## src/rtl/core/med3_pkg.sv

```systemverilog
// ----------------------------------------------------------------------------
// med3_pkg
// Shared types and constants for the 3x3 median filter.
// ----------------------------------------------------------------------------
`default_nettype none

package med3_pkg;

    localparam int PIX_W      = 8;
    localparam int WIDTH_W    = 7;
    localparam int ROW_W      = 12;
    localparam int CFG_IDX_W  = 2;
    localparam int CFG_DATA_W = 12;
    localparam int WIN        = 9;
    localparam int SORT_ROUNDS = 9;
    localparam int CNT_W      = 4;

    localparam logic [CFG_IDX_W-1:0] REG_IMAGE_WIDTH  = 2'd0;
    localparam logic [CFG_IDX_W-1:0] REG_IMAGE_HEIGHT = 2'd1;

    localparam logic CMD_PIXEL = 1'b0;
    localparam logic CMD_DRAIN = 1'b1;

    localparam logic [WIDTH_W-1:0] WIDTH_RESET  = 7'd28;
    localparam logic [ROW_W-1:0]   HEIGHT_RESET = 12'd28;

    typedef logic [PIX_W-1:0] pix_t;
    typedef logic [PIX_W:0]   key_t;      // {invalid, value}
    typedef key_t [WIN-1:0]   key_vec_t;
    typedef pix_t [WIN-1:0]   win_t;

    typedef struct packed {
        logic                 load;
        logic                 emit;
        logic                 pre;
        logic                 is_final;
        logic [WIN-1:0]       mask;
        logic [CNT_W-1:0]     cnt;
    } s1_ctl_t;

endpackage

`default_nettype wire

```

## src/rtl/core/median_filter_3x3.sv

```systemverilog
// ----------------------------------------------------------------------------
// median_filter_3x3
// Streaming 3x3 median filter for 8-bit grayscale frames.
// ----------------------------------------------------------------------------
// Takes one request per clock and returns one result per clock once primed,
// while the output is not stalled. Results lag input by one row plus one
// pixel; drain requests (tuser = 1) after the last pixel flush the tail, and
// the last result of a frame has tlast set. The accepting edge starts the
// line-store RAM read; the window update then completes together with the
// first of nine odd-even transposition sort stages, and the output register
// follows the last stage. Every stage holds while the output is stalled.
// Both line stores share one RAM with one read and one write per cycle; a
// write followed by a read of the same column is forwarded.
`default_nettype none

module median_filter_3x3 #(
    parameter int MAX_WIDTH = 64
) (
    input  logic                                  clk,
    input  logic                                  rst_n,
    input  logic                                  s_tvalid,
    output logic                                  s_tready,
    input  logic [7:0]                            s_tdata,   // [7:0] pixel_in
    input  logic                                  s_tuser,   // [0] cmd
    output logic                                  m_tvalid,
    input  logic                                  m_tready,
    output logic [7:0]                            m_tdata,   // [7:0] pixel_out
    output logic                                  m_tlast,
    input  logic                                  cfg_valid,
    output logic                                  cfg_ready,
    input  logic [med3_pkg::CFG_IDX_W-1:0]        cfg_index,
    input  logic [med3_pkg::CFG_DATA_W-1:0]       cfg_data
);

    import med3_pkg::*;

    localparam int AW = $clog2(MAX_WIDTH);
    localparam int EW = (AW + 1 > WIDTH_W) ? AW + 1 : WIDTH_W;

    logic [WIDTH_W-1:0] width_reg, width_next;
    logic [ROW_W-1:0]   height_reg, height_next;
    logic [AW-1:0]      icol_reg, icol_next;
    logic [ROW_W-1:0]   irow_reg, irow_next;
    logic [AW-1:0]      ocol_reg, ocol_next;
    logic [ROW_W-1:0]   orow_reg, orow_next;
    logic               primed_reg, primed_next;

    logic [EW-1:0]      width_ext;
    logic [AW-1:0]      wm1;
    logic [ROW_W-1:0]   hm1;
    logic               adv, accept, in_drain, ignore, is_final, pre, cfg_wr;
    logic [2:0]         row_ok, col_ok;
    logic [WIN-1:0]     mask;
    pix_t               pix_eff;

    logic               s1_valid_reg;
    s1_ctl_t            s1_ctl_reg, s1_ctl_next;
    pix_t               s1_pix_reg;
    logic [AW-1:0]      s1_addr_reg;

    logic               hold_valid_reg;
    logic [AW-1:0]      hold_addr_reg;
    logic [2*PIX_W-1:0] hold_data_reg;
    logic [2*PIX_W-1:0] rd_data, line_data, wr_data;
    logic               wr_en;

    win_t               win_reg, win_after, win_sel;
    key_vec_t           keys;

    key_vec_t           srt_reg [SORT_ROUNDS];
    logic               srt_valid_reg [SORT_ROUNDS];
    logic               srt_last_reg [SORT_ROUNDS];
    logic [CNT_W-1:0]   srt_cnt_reg [SORT_ROUNDS];

    pix_t               lo_val, hi_val;
    logic [PIX_W:0]     pair_sum;
    logic               m_tvalid_reg;
    pix_t               m_tdata_reg;
    logic               m_tlast_reg;

    assign adv       = !m_tvalid_reg || m_tready;
    assign s_tready  = adv;
    assign accept    = s_tvalid && s_tready;
    assign cfg_ready = 1'b1;
    assign cfg_wr    = cfg_valid;

    assign width_ext = EW'(width_reg);

    always_comb
    begin
        if (width_reg == '0)
        begin
            wm1 = '0;
        end
        else if (width_ext > EW'(MAX_WIDTH))
        begin
            wm1 = AW'(MAX_WIDTH - 1);
        end
        else
        begin
            wm1 = AW'(width_ext - EW'(1));
        end
    end

    assign hm1      = (height_reg == '0) ? '0 : height_reg - ROW_W'(1);
    assign in_drain = irow_reg > hm1;
    assign ignore   = !in_drain && (s_tuser == CMD_DRAIN);
    assign pre      = primed_reg && (ocol_reg == wm1);
    assign is_final = pre && (orow_reg == hm1);
    assign pix_eff  = in_drain ? '0 : s_tdata;

    // neighbourhood mask, window row r (top first), column c
    assign row_ok = {orow_reg != hm1, 1'b1, orow_reg != '0};
    assign col_ok = pre ? {1'b1, ocol_reg != '0, 1'b0}
                        : {ocol_reg != wm1, 1'b1, ocol_reg != '0};

    always_comb
    begin
        for (int r = 0; r < 3; r++)
        begin
            for (int c = 0; c < 3; c++)
            begin
                mask[r*3 + c] = row_ok[r] && col_ok[c];
            end
        end
    end

    always_comb
    begin
        s1_ctl_next.load     = !is_final;
        s1_ctl_next.emit     = primed_reg;
        s1_ctl_next.pre      = pre;
        s1_ctl_next.is_final = is_final;
        s1_ctl_next.mask     = mask;
        s1_ctl_next.cnt      = CNT_W'($countones(mask));
    end

    always_comb
    begin
        width_next  = width_reg;
        height_next = height_reg;
        icol_next   = icol_reg;
        irow_next   = irow_reg;
        ocol_next   = ocol_reg;
        orow_next   = orow_reg;
        primed_next = primed_reg;
        if (cfg_wr)
        begin
            case (cfg_index)
                REG_IMAGE_WIDTH:
                begin
                    width_next  = cfg_data[WIDTH_W-1:0];
                    icol_next   = '0;
                    irow_next   = '0;
                    ocol_next   = '0;
                    orow_next   = '0;
                    primed_next = 1'b0;
                end
                REG_IMAGE_HEIGHT:
                begin
                    height_next = cfg_data;
                    icol_next   = '0;
                    irow_next   = '0;
                    ocol_next   = '0;
                    orow_next   = '0;
                    primed_next = 1'b0;
                end
                default:
                begin
                end
            endcase
        end
        else if (accept && !ignore)
        begin
            if (is_final)
            begin
                icol_next   = '0;
                irow_next   = '0;
                ocol_next   = '0;
                orow_next   = '0;
                primed_next = 1'b0;
            end
            else
            begin
                if (primed_reg)
                begin
                    if (ocol_reg == wm1)
                    begin
                        ocol_next = '0;
                        orow_next = orow_reg + ROW_W'(1);
                    end
                    else
                    begin
                        ocol_next = ocol_reg + AW'(1);
                    end
                end
                if (irow_reg != '0)
                begin
                    primed_next = 1'b1;
                end
                if (!(in_drain && icol_reg == wm1))
                begin
                    if (icol_reg == wm1)
                    begin
                        icol_next = '0;
                        irow_next = irow_reg + ROW_W'(1);
                    end
                    else
                    begin
                        icol_next = icol_reg + AW'(1);
                    end
                end
            end
        end
    end

    always_ff @(posedge clk or negedge rst_n)
    begin
        if (!rst_n)
        begin
            width_reg  <= WIDTH_RESET;
            height_reg <= HEIGHT_RESET;
            icol_reg   <= '0;
            irow_reg   <= '0;
            ocol_reg   <= '0;
            orow_reg   <= '0;
            primed_reg <= 1'b0;
        end
        else
        begin
            width_reg  <= width_next;
            height_reg <= height_next;
            icol_reg   <= icol_next;
            irow_reg   <= irow_next;
            ocol_reg   <= ocol_next;
            orow_reg   <= orow_next;
            primed_reg <= primed_next;
        end
    end

    // line stores: {upper, lower} per column
    med3_ram #(
        .WIDTH (2 * PIX_W),
        .DEPTH (MAX_WIDTH)
    ) u_line_ram (
        .clk     (clk),
        .wr_en   (wr_en),
        .wr_addr (s1_addr_reg),
        .wr_data (wr_data),
        .rd_en   (accept),
        .rd_addr (icol_reg),
        .rd_data (rd_data)
    );

    assign line_data = (hold_valid_reg && hold_addr_reg == s1_addr_reg) ? hold_data_reg
                                                                         : rd_data;
    assign wr_data = {line_data[PIX_W-1:0], s1_pix_reg};
    assign wr_en   = adv && s1_valid_reg && s1_ctl_reg.load;

    always_comb
    begin
        for (int r = 0; r < 3; r++)
        begin
            win_after[r*3]     = win_reg[r*3 + 1];
            win_after[r*3 + 1] = win_reg[r*3 + 2];
        end
        win_after[2] = line_data[2*PIX_W-1:PIX_W];
        win_after[5] = line_data[PIX_W-1:0];
        win_after[8] = s1_pix_reg;
        win_sel = s1_ctl_reg.pre ? win_reg : win_after;
        for (int i = 0; i < WIN; i++)
        begin
            keys[i] = s1_ctl_reg.mask[i] ? {1'b0, win_sel[i]} : {1'b1, {PIX_W{1'b0}}};
        end
    end

    always_ff @(posedge clk or negedge rst_n)
    begin
        if (!rst_n)
        begin
            s1_valid_reg   <= 1'b0;
            hold_valid_reg <= 1'b0;
            win_reg        <= '0;
        end
        else
        begin
            if (adv)
            begin
                s1_valid_reg   <= accept && !ignore;
                hold_valid_reg <= s1_valid_reg && s1_ctl_reg.load;
            end
            if (cfg_wr && (cfg_index == REG_IMAGE_WIDTH || cfg_index == REG_IMAGE_HEIGHT))
            begin
                win_reg <= '0;
            end
            else if (adv && s1_valid_reg)
            begin
                win_reg <= s1_ctl_reg.is_final ? '0 : win_after;
            end
        end
    end

    always_ff @(posedge clk)
    begin
        if (adv)
        begin
            s1_ctl_reg    <= s1_ctl_next;
            s1_pix_reg    <= pix_eff;
            s1_addr_reg   <= icol_reg;
            hold_addr_reg <= s1_addr_reg;
            hold_data_reg <= wr_data;
        end
    end

    // odd-even transposition sort, one round per stage
    for (genvar k = 0; k < SORT_ROUNDS; k++)
    begin : g_round
        key_vec_t         rin, rout;
        logic             vin, lin;
        logic [CNT_W-1:0] cin;

        if (k == 0)
        begin : g_first
            assign rin = keys;
            assign vin = s1_valid_reg && s1_ctl_reg.emit;
            assign lin = s1_ctl_reg.is_final;
            assign cin = s1_ctl_reg.cnt;
        end
        else
        begin : g_next
            assign rin = srt_reg[k-1];
            assign vin = srt_valid_reg[k-1];
            assign lin = srt_last_reg[k-1];
            assign cin = srt_cnt_reg[k-1];
        end

        always_comb
        begin
            rout = rin;
            for (int i = k % 2; i + 1 < WIN; i += 2)
            begin
                if (rin[i] > rin[i+1])
                begin
                    rout[i]   = rin[i+1];
                    rout[i+1] = rin[i];
                end
            end
        end

        always_ff @(posedge clk or negedge rst_n)
        begin
            if (!rst_n)
            begin
                srt_valid_reg[k] <= 1'b0;
            end
            else if (adv)
            begin
                srt_valid_reg[k] <= vin;
            end
        end

        always_ff @(posedge clk)
        begin
            if (adv)
            begin
                srt_reg[k]      <= rout;
                srt_last_reg[k] <= lin;
                srt_cnt_reg[k]  <= cin;
            end
        end
    end

    always_comb
    begin
        lo_val = srt_reg[SORT_ROUNDS-1][0][PIX_W-1:0];
        hi_val = srt_reg[SORT_ROUNDS-1][0][PIX_W-1:0];
        case (srt_cnt_reg[SORT_ROUNDS-1])
            4'd2:
            begin
                lo_val = srt_reg[SORT_ROUNDS-1][0][PIX_W-1:0];
                hi_val = srt_reg[SORT_ROUNDS-1][1][PIX_W-1:0];
            end
            4'd3:
            begin
                lo_val = srt_reg[SORT_ROUNDS-1][1][PIX_W-1:0];
                hi_val = srt_reg[SORT_ROUNDS-1][1][PIX_W-1:0];
            end
            4'd4:
            begin
                lo_val = srt_reg[SORT_ROUNDS-1][1][PIX_W-1:0];
                hi_val = srt_reg[SORT_ROUNDS-1][2][PIX_W-1:0];
            end
            4'd5:
            begin
                lo_val = srt_reg[SORT_ROUNDS-1][2][PIX_W-1:0];
                hi_val = srt_reg[SORT_ROUNDS-1][2][PIX_W-1:0];
            end
            4'd6:
            begin
                lo_val = srt_reg[SORT_ROUNDS-1][2][PIX_W-1:0];
                hi_val = srt_reg[SORT_ROUNDS-1][3][PIX_W-1:0];
            end
            4'd7:
            begin
                lo_val = srt_reg[SORT_ROUNDS-1][3][PIX_W-1:0];
                hi_val = srt_reg[SORT_ROUNDS-1][3][PIX_W-1:0];
            end
            4'd8:
            begin
                lo_val = srt_reg[SORT_ROUNDS-1][3][PIX_W-1:0];
                hi_val = srt_reg[SORT_ROUNDS-1][4][PIX_W-1:0];
            end
            4'd9:
            begin
                lo_val = srt_reg[SORT_ROUNDS-1][4][PIX_W-1:0];
                hi_val = srt_reg[SORT_ROUNDS-1][4][PIX_W-1:0];
            end
            default:
            begin
            end
        endcase
    end

    assign pair_sum = {1'b0, lo_val} + {1'b0, hi_val};

    always_ff @(posedge clk or negedge rst_n)
    begin
        if (!rst_n)
        begin
            m_tvalid_reg <= 1'b0;
        end
        else if (adv)
        begin
            m_tvalid_reg <= srt_valid_reg[SORT_ROUNDS-1];
        end
    end

    always_ff @(posedge clk)
    begin
        if (adv)
        begin
            m_tdata_reg <= pair_sum[PIX_W:1];
            m_tlast_reg <= srt_last_reg[SORT_ROUNDS-1];
        end
    end

    assign m_tvalid = m_tvalid_reg;
    assign m_tdata  = m_tdata_reg;
    assign m_tlast  = m_tlast_reg;

endmodule

`default_nettype wire

```

## src/rtl/core/med3_ram.sv

```systemverilog
// ----------------------------------------------------------------------------
// med3_ram
// Simple dual-port RAM, one write and one registered read per cycle.
// ----------------------------------------------------------------------------
`default_nettype none

module med3_ram #(
    parameter int WIDTH = 16,
    parameter int DEPTH = 64
) (
    input  logic                     clk,
    input  logic                     wr_en,
    input  logic [$clog2(DEPTH)-1:0] wr_addr,
    input  logic [WIDTH-1:0]         wr_data,
    input  logic                     rd_en,
    input  logic [$clog2(DEPTH)-1:0] rd_addr,
    output logic [WIDTH-1:0]         rd_data
);

    logic [WIDTH-1:0] mem [DEPTH];

    always_ff @(posedge clk)
    begin
        if (wr_en)
        begin
            mem[wr_addr] <= wr_data;
        end
        if (rd_en)
        begin
            rd_data <= mem[rd_addr];
        end
    end

endmodule

`default_nettype wire

```

## config.mk

```make
export PLATFORM = sky130hd
export DESIGN_NAME = median_filter_3x3
export DESIGN_NICKNAME = d
export VERILOG_FILES = /design/src/rtl/core/med3_pkg.sv /design/src/rtl/core/median_filter_3x3.sv /design/src/rtl/core/med3_ram.sv
export SDC_FILE = /design/constraint.sdc
export NUM_CORES = 2
export LEC_CHECK = 0
export ABC_AREA = 1
export BUFFER_PORTS_ARGS = -buffer_cell sky130_fd_sc_hd__buf_2
export CORE_ASPECT_RATIO = 0.7
export CORE_UTILIZATION = 57
export CTS_CLUSTER_SIZE = 25
export DETAILED_ROUTE_END_ITERATION = 12
export HOLD_SLACK_MARGIN = 0.12
export PLACE_DENSITY = 0.71
export SETUP_SLACK_MARGIN = 0.05
export SLEW_MARGIN = 20
export SYNTH_ARGS = -nofsm -noshare
export SYNTH_HDL_FRONTEND = slang
export SYNTH_HIERARCHICAL = 1
export SYNTH_SLANG_ARGS = --single-unit
```

## constraint.sdc

```tcl
create_clock -name clk -period 33.4 [get_ports clk]
set_input_delay 1.67 -clock clk [delete_from_list [all_inputs] [get_ports clk]]
set_output_delay 1.67 -clock clk [all_outputs]
set_load 0.03 [all_outputs]
```

==> impl_metrics.env <==
export IMPL_synth_top_family_by_area="simple AND/OR/NAND/NOR gates"
export IMPL_power_density_nw_per_um2=102
export IMPL_ys_ff_latch=1921
export IMPL_reg2reg_slack_ns=27.99
export IMPL_drive_gt1_frac=0.0661
export IMPL_period_needed_ns=5.41
export IMPL_die_area_um2=154000
export IMPL_drv_cap=0
export IMPL_yosys_warnings=6
export IMPL_required_ns=33.95
export IMPL_dp_cells=9774
export IMPL_seq_area_frac_synth=0.654
export IMPL_pre_cts_slack_ns=27.21
export IMPL_r2r_end="srt_reg[0][50]"
export IMPL_clk_path_buf_depth=3
export IMPL_cts_setup_buffers=0
export IMPL_track_usage=0.280
export IMPL_peakVddDrop_uv=58.3
export IMPL_htreeDepth=4
export IMPL_wl_per_cell_um=21.3
export IMPL_core_area_um2=151000
export IMPL_synth_avg_cell_area_um2=10.9
export IMPL_largest_reg_flops=1024
export IMPL_synth_edff_count=1781
export IMPL_die_y_um=329
export IMPL_ys_flop_type="edfxtp_1"
export IMPL_grt_pass1_wl_mm=326
export IMPL_io_buffers=38
export IMPL_syn_inst=7998
export IMPL_synthTopCellsByArea="edfxtp_1 61%, nand2_1 9.0%, nand3_1 5.6%"
export IMPL_post_route_period_util=0.162
export IMPL_grt_overflow_total=0
export IMPL_io_pins=40
export IMPL_final_antenna_net_count=0
export IMPL_cp_start_kind="register"
export IMPL_drt_wl_total_mm=216
export IMPL_num_antenna_cells=0
export IMPL_hpwl_mm=139
export IMPL_critPathCaptureType="register"
export IMPL_cp_arrival_ns=5.96
export IMPL_reg2reg_depth=21
export IMPL_status="completed"
export IMPL_synth_cell_types=60
export IMPL_remaining_drc_errors=0
export IMPL_routed_via_density=5.85
export IMPL_syn_area_um2=87100
export IMPL_start_util=0.577
export IMPL_cts_sinks=1921
export IMPL_fillers=11700
export IMPL_yosys_area_share_adder=0.0501
export IMPL_holdCritPathClass="reg -> reg"
export IMPL_reg2reg_from="s1_addr_reg[2]"
export IMPL_drv_slew=0
export IMPL_max_slew_worst_pin_slew_ns=1.29
export IMPL_layoutNonFillerInstCount=10100
export IMPL_hold_path_startpoint="srt_last_reg[1]"
export IMPL_antenna_found_initial=5
export IMPL_cts_tree="done"
export IMPL_setup_violations=0
export IMPL_synthSimpleGateAreaFrac=0.173
export IMPL_slew_limit_headroom=0.134
export IMPL_postLayoutCoreUtil=0.628
export IMPL_die_w_um=469
export IMPL_drt_pass1_iter_count=8
export IMPL_hold_viol=0
export IMPL_numCtsBuffers=179
export IMPL_cts_root_buffer="clkbuf_16"
export IMPL_synth_top_cell_area_share=0.614
export IMPL_setup_tns_final_ns=0
export IMPL_max_freq_ghz=0.185
export IMPL_yosysTopAreaCell="edfxtp_1"
export IMPL_muxShareOfSynthArea=0.000920
export IMPL_syn_num_nets=8371
export IMPL_timing_final_ws_setup_ns=27.99
export IMPL_grt_max_degree=232
export IMPL_synth_async_reset_ratio=0.0729
export IMPL_first_global_vias=54700
export IMPL_place_gp_congestion=0.963
export IMPL_synth_compound_area_frac=0.0704
export IMPL_crit_fanout=24
export IMPL_rsz0062_at_grt="false"
export IMPL_hold_path_end="srt_last_reg[2]"
export IMPL_row_count=119
export IMPL_nets=8335
export IMPL_clock_latency_ns=0.83
export IMPL_cts_clk_slew_worst_paths_ns=0.06
export IMPL_vias=59100
export IMPL_drt_iter0_markers=7786
export IMPL_final_cell_mix="2096 x nand2_1, 1781 x edfxtp_1, 981 x nand3_1, 559 x inv_1, 504 x o21ai_0"
export IMPL_synth_xor_area_frac=0.00332
export IMPL_hold_path_depth=0
export IMPL_skew_ns=0.0376
export IMPL_postCtsHoldBufs=0
export IMPL_area_growth_pct=8.92
export IMPL_power_leakage_nw=37.3
export IMPL_cts_repair_resized=0
export IMPL_layout_commonest_cell="nand2_1"
export IMPL_crit_type="reg -> reg"
-- cell type report --
| type | instances | area [um^2] | area share |
|---|---|---|---|
| Multi-Input combinational cell | 5136 | 26200 | 0.276 |
| Clock inverter | 115 | 1240 | 0.0131 |
| Inverter | 577 | 2200 | 0.0232 |
| Sequential cell | 1921 | 57000 | 0.601 |
| Tap cell | 1996 | 2500 | 0.0263 |
| Timing Repair Buffer | 147 | 1040 | 0.0109 |
| Clock buffer | 217 | 4650 | 0.0490 |
-- how the worst max path moves through the flow --
stage / start / to / cells past startpoint
floorplan: m_tready / s_tready / 4
global placement: m_tready / u_line_ram/mem[44][10] / 8
detailed placement: m_tready / u_line_ram/mem[29][14] / 8
CTS: s1_addr_reg[0] / srt_reg[0][50] / 20
global route: s1_addr_reg[0] / srt_reg[0][51] / 21
finish: s1_addr_reg[2] / srt_reg[0][50] / 21
-- worst max-delay path, cell delays in order (launching register included) --
cell	delay, ns
edfxtp_1	0.68
nand2_1	0.12
inv_1	0.07
o21ai_0	0.07
nor2_1	0.14
nand3_1	0.76
o21ai_0	0.62
inv_2	0.29
o21ai_0	0.40
ha_1	0.32
nand2_1	0.10
nor2_1	0.05
a211oi_1	0.15
o21ai_0	0.11
nand3_1	0.08
nand2_1	0.06
nand3_1	0.06
nand2_1	0.10
nand2_1	0.38
inv_1	0.32
nand2_1	0.13
o21ai_0	0.10
-- logic make-up after synthesis --
| family | Yosys count |
|---|---|
| buf+inv | 941 |
| mux | 8 |
| other cells | 1 |
| flops | 1921 |
| simple gates | 3604 |
| xor+xnor | 33 |
| compound gates | 1145 |
| fa+ha+maj | 345 |
-- power by group --
group	switching [mW]	internal, mW	total, mW
logic	2.55	1.08	3.63
registers	0.343	3.62	3.97
clock network	0.913	1.14	2.05
-- stage by stage --
step / power, mW / instance area (um^2) / hold slack (ns)
floorplan: 6.53 / 87100 / 0.400
global placement: 7.42 / 88800 / 0.403
detailed placement: 7.55 / 88900 / 0.405
CTS: 9.61 / 94800 / 0.419
global route: 10.3 / 94900 / 0.425
finish: 9.65 / 94900 / 0.411
-- routing by layer --
| layer | share of wire | global-route usage |
|---|---|---|
| met1 | 0.45 | 0.444 |
| met2 | 0.41 | 0.376 |
| met3 | 0.13 | 0.0891 |
| met4 | 0.015 | 0.0573 |
| met5 | 0.00011 | 0 |
-- cell usage after synthesis, drive strengths merged (2+ instances only) --
master / count
a31oi: 3
edfxtp: 1781
dfstp: 6
a22o: 2
o211ai: 27
a211oi: 17
nor4b: 3
xnor2: 7
mux2i: 8
dfrtp: 134
nand3b: 2
o22ai: 65
nand3: 982
nor4: 11
o21ai: 517
nor3b: 3
a21oi: 455
inv: 575
o41ai: 8
o31ai: 18
buf: 219
o21a: 5
nor3: 23
or2: 4
clkinv: 2
ha: 339
o2111ai: 2
nand2: 2110
a21boi: 9
nor2: 431
clkbuf: 145
xor2: 26
nand4: 33
a221oi: 11
fa: 6
Power figures use the tool's default switching activity.
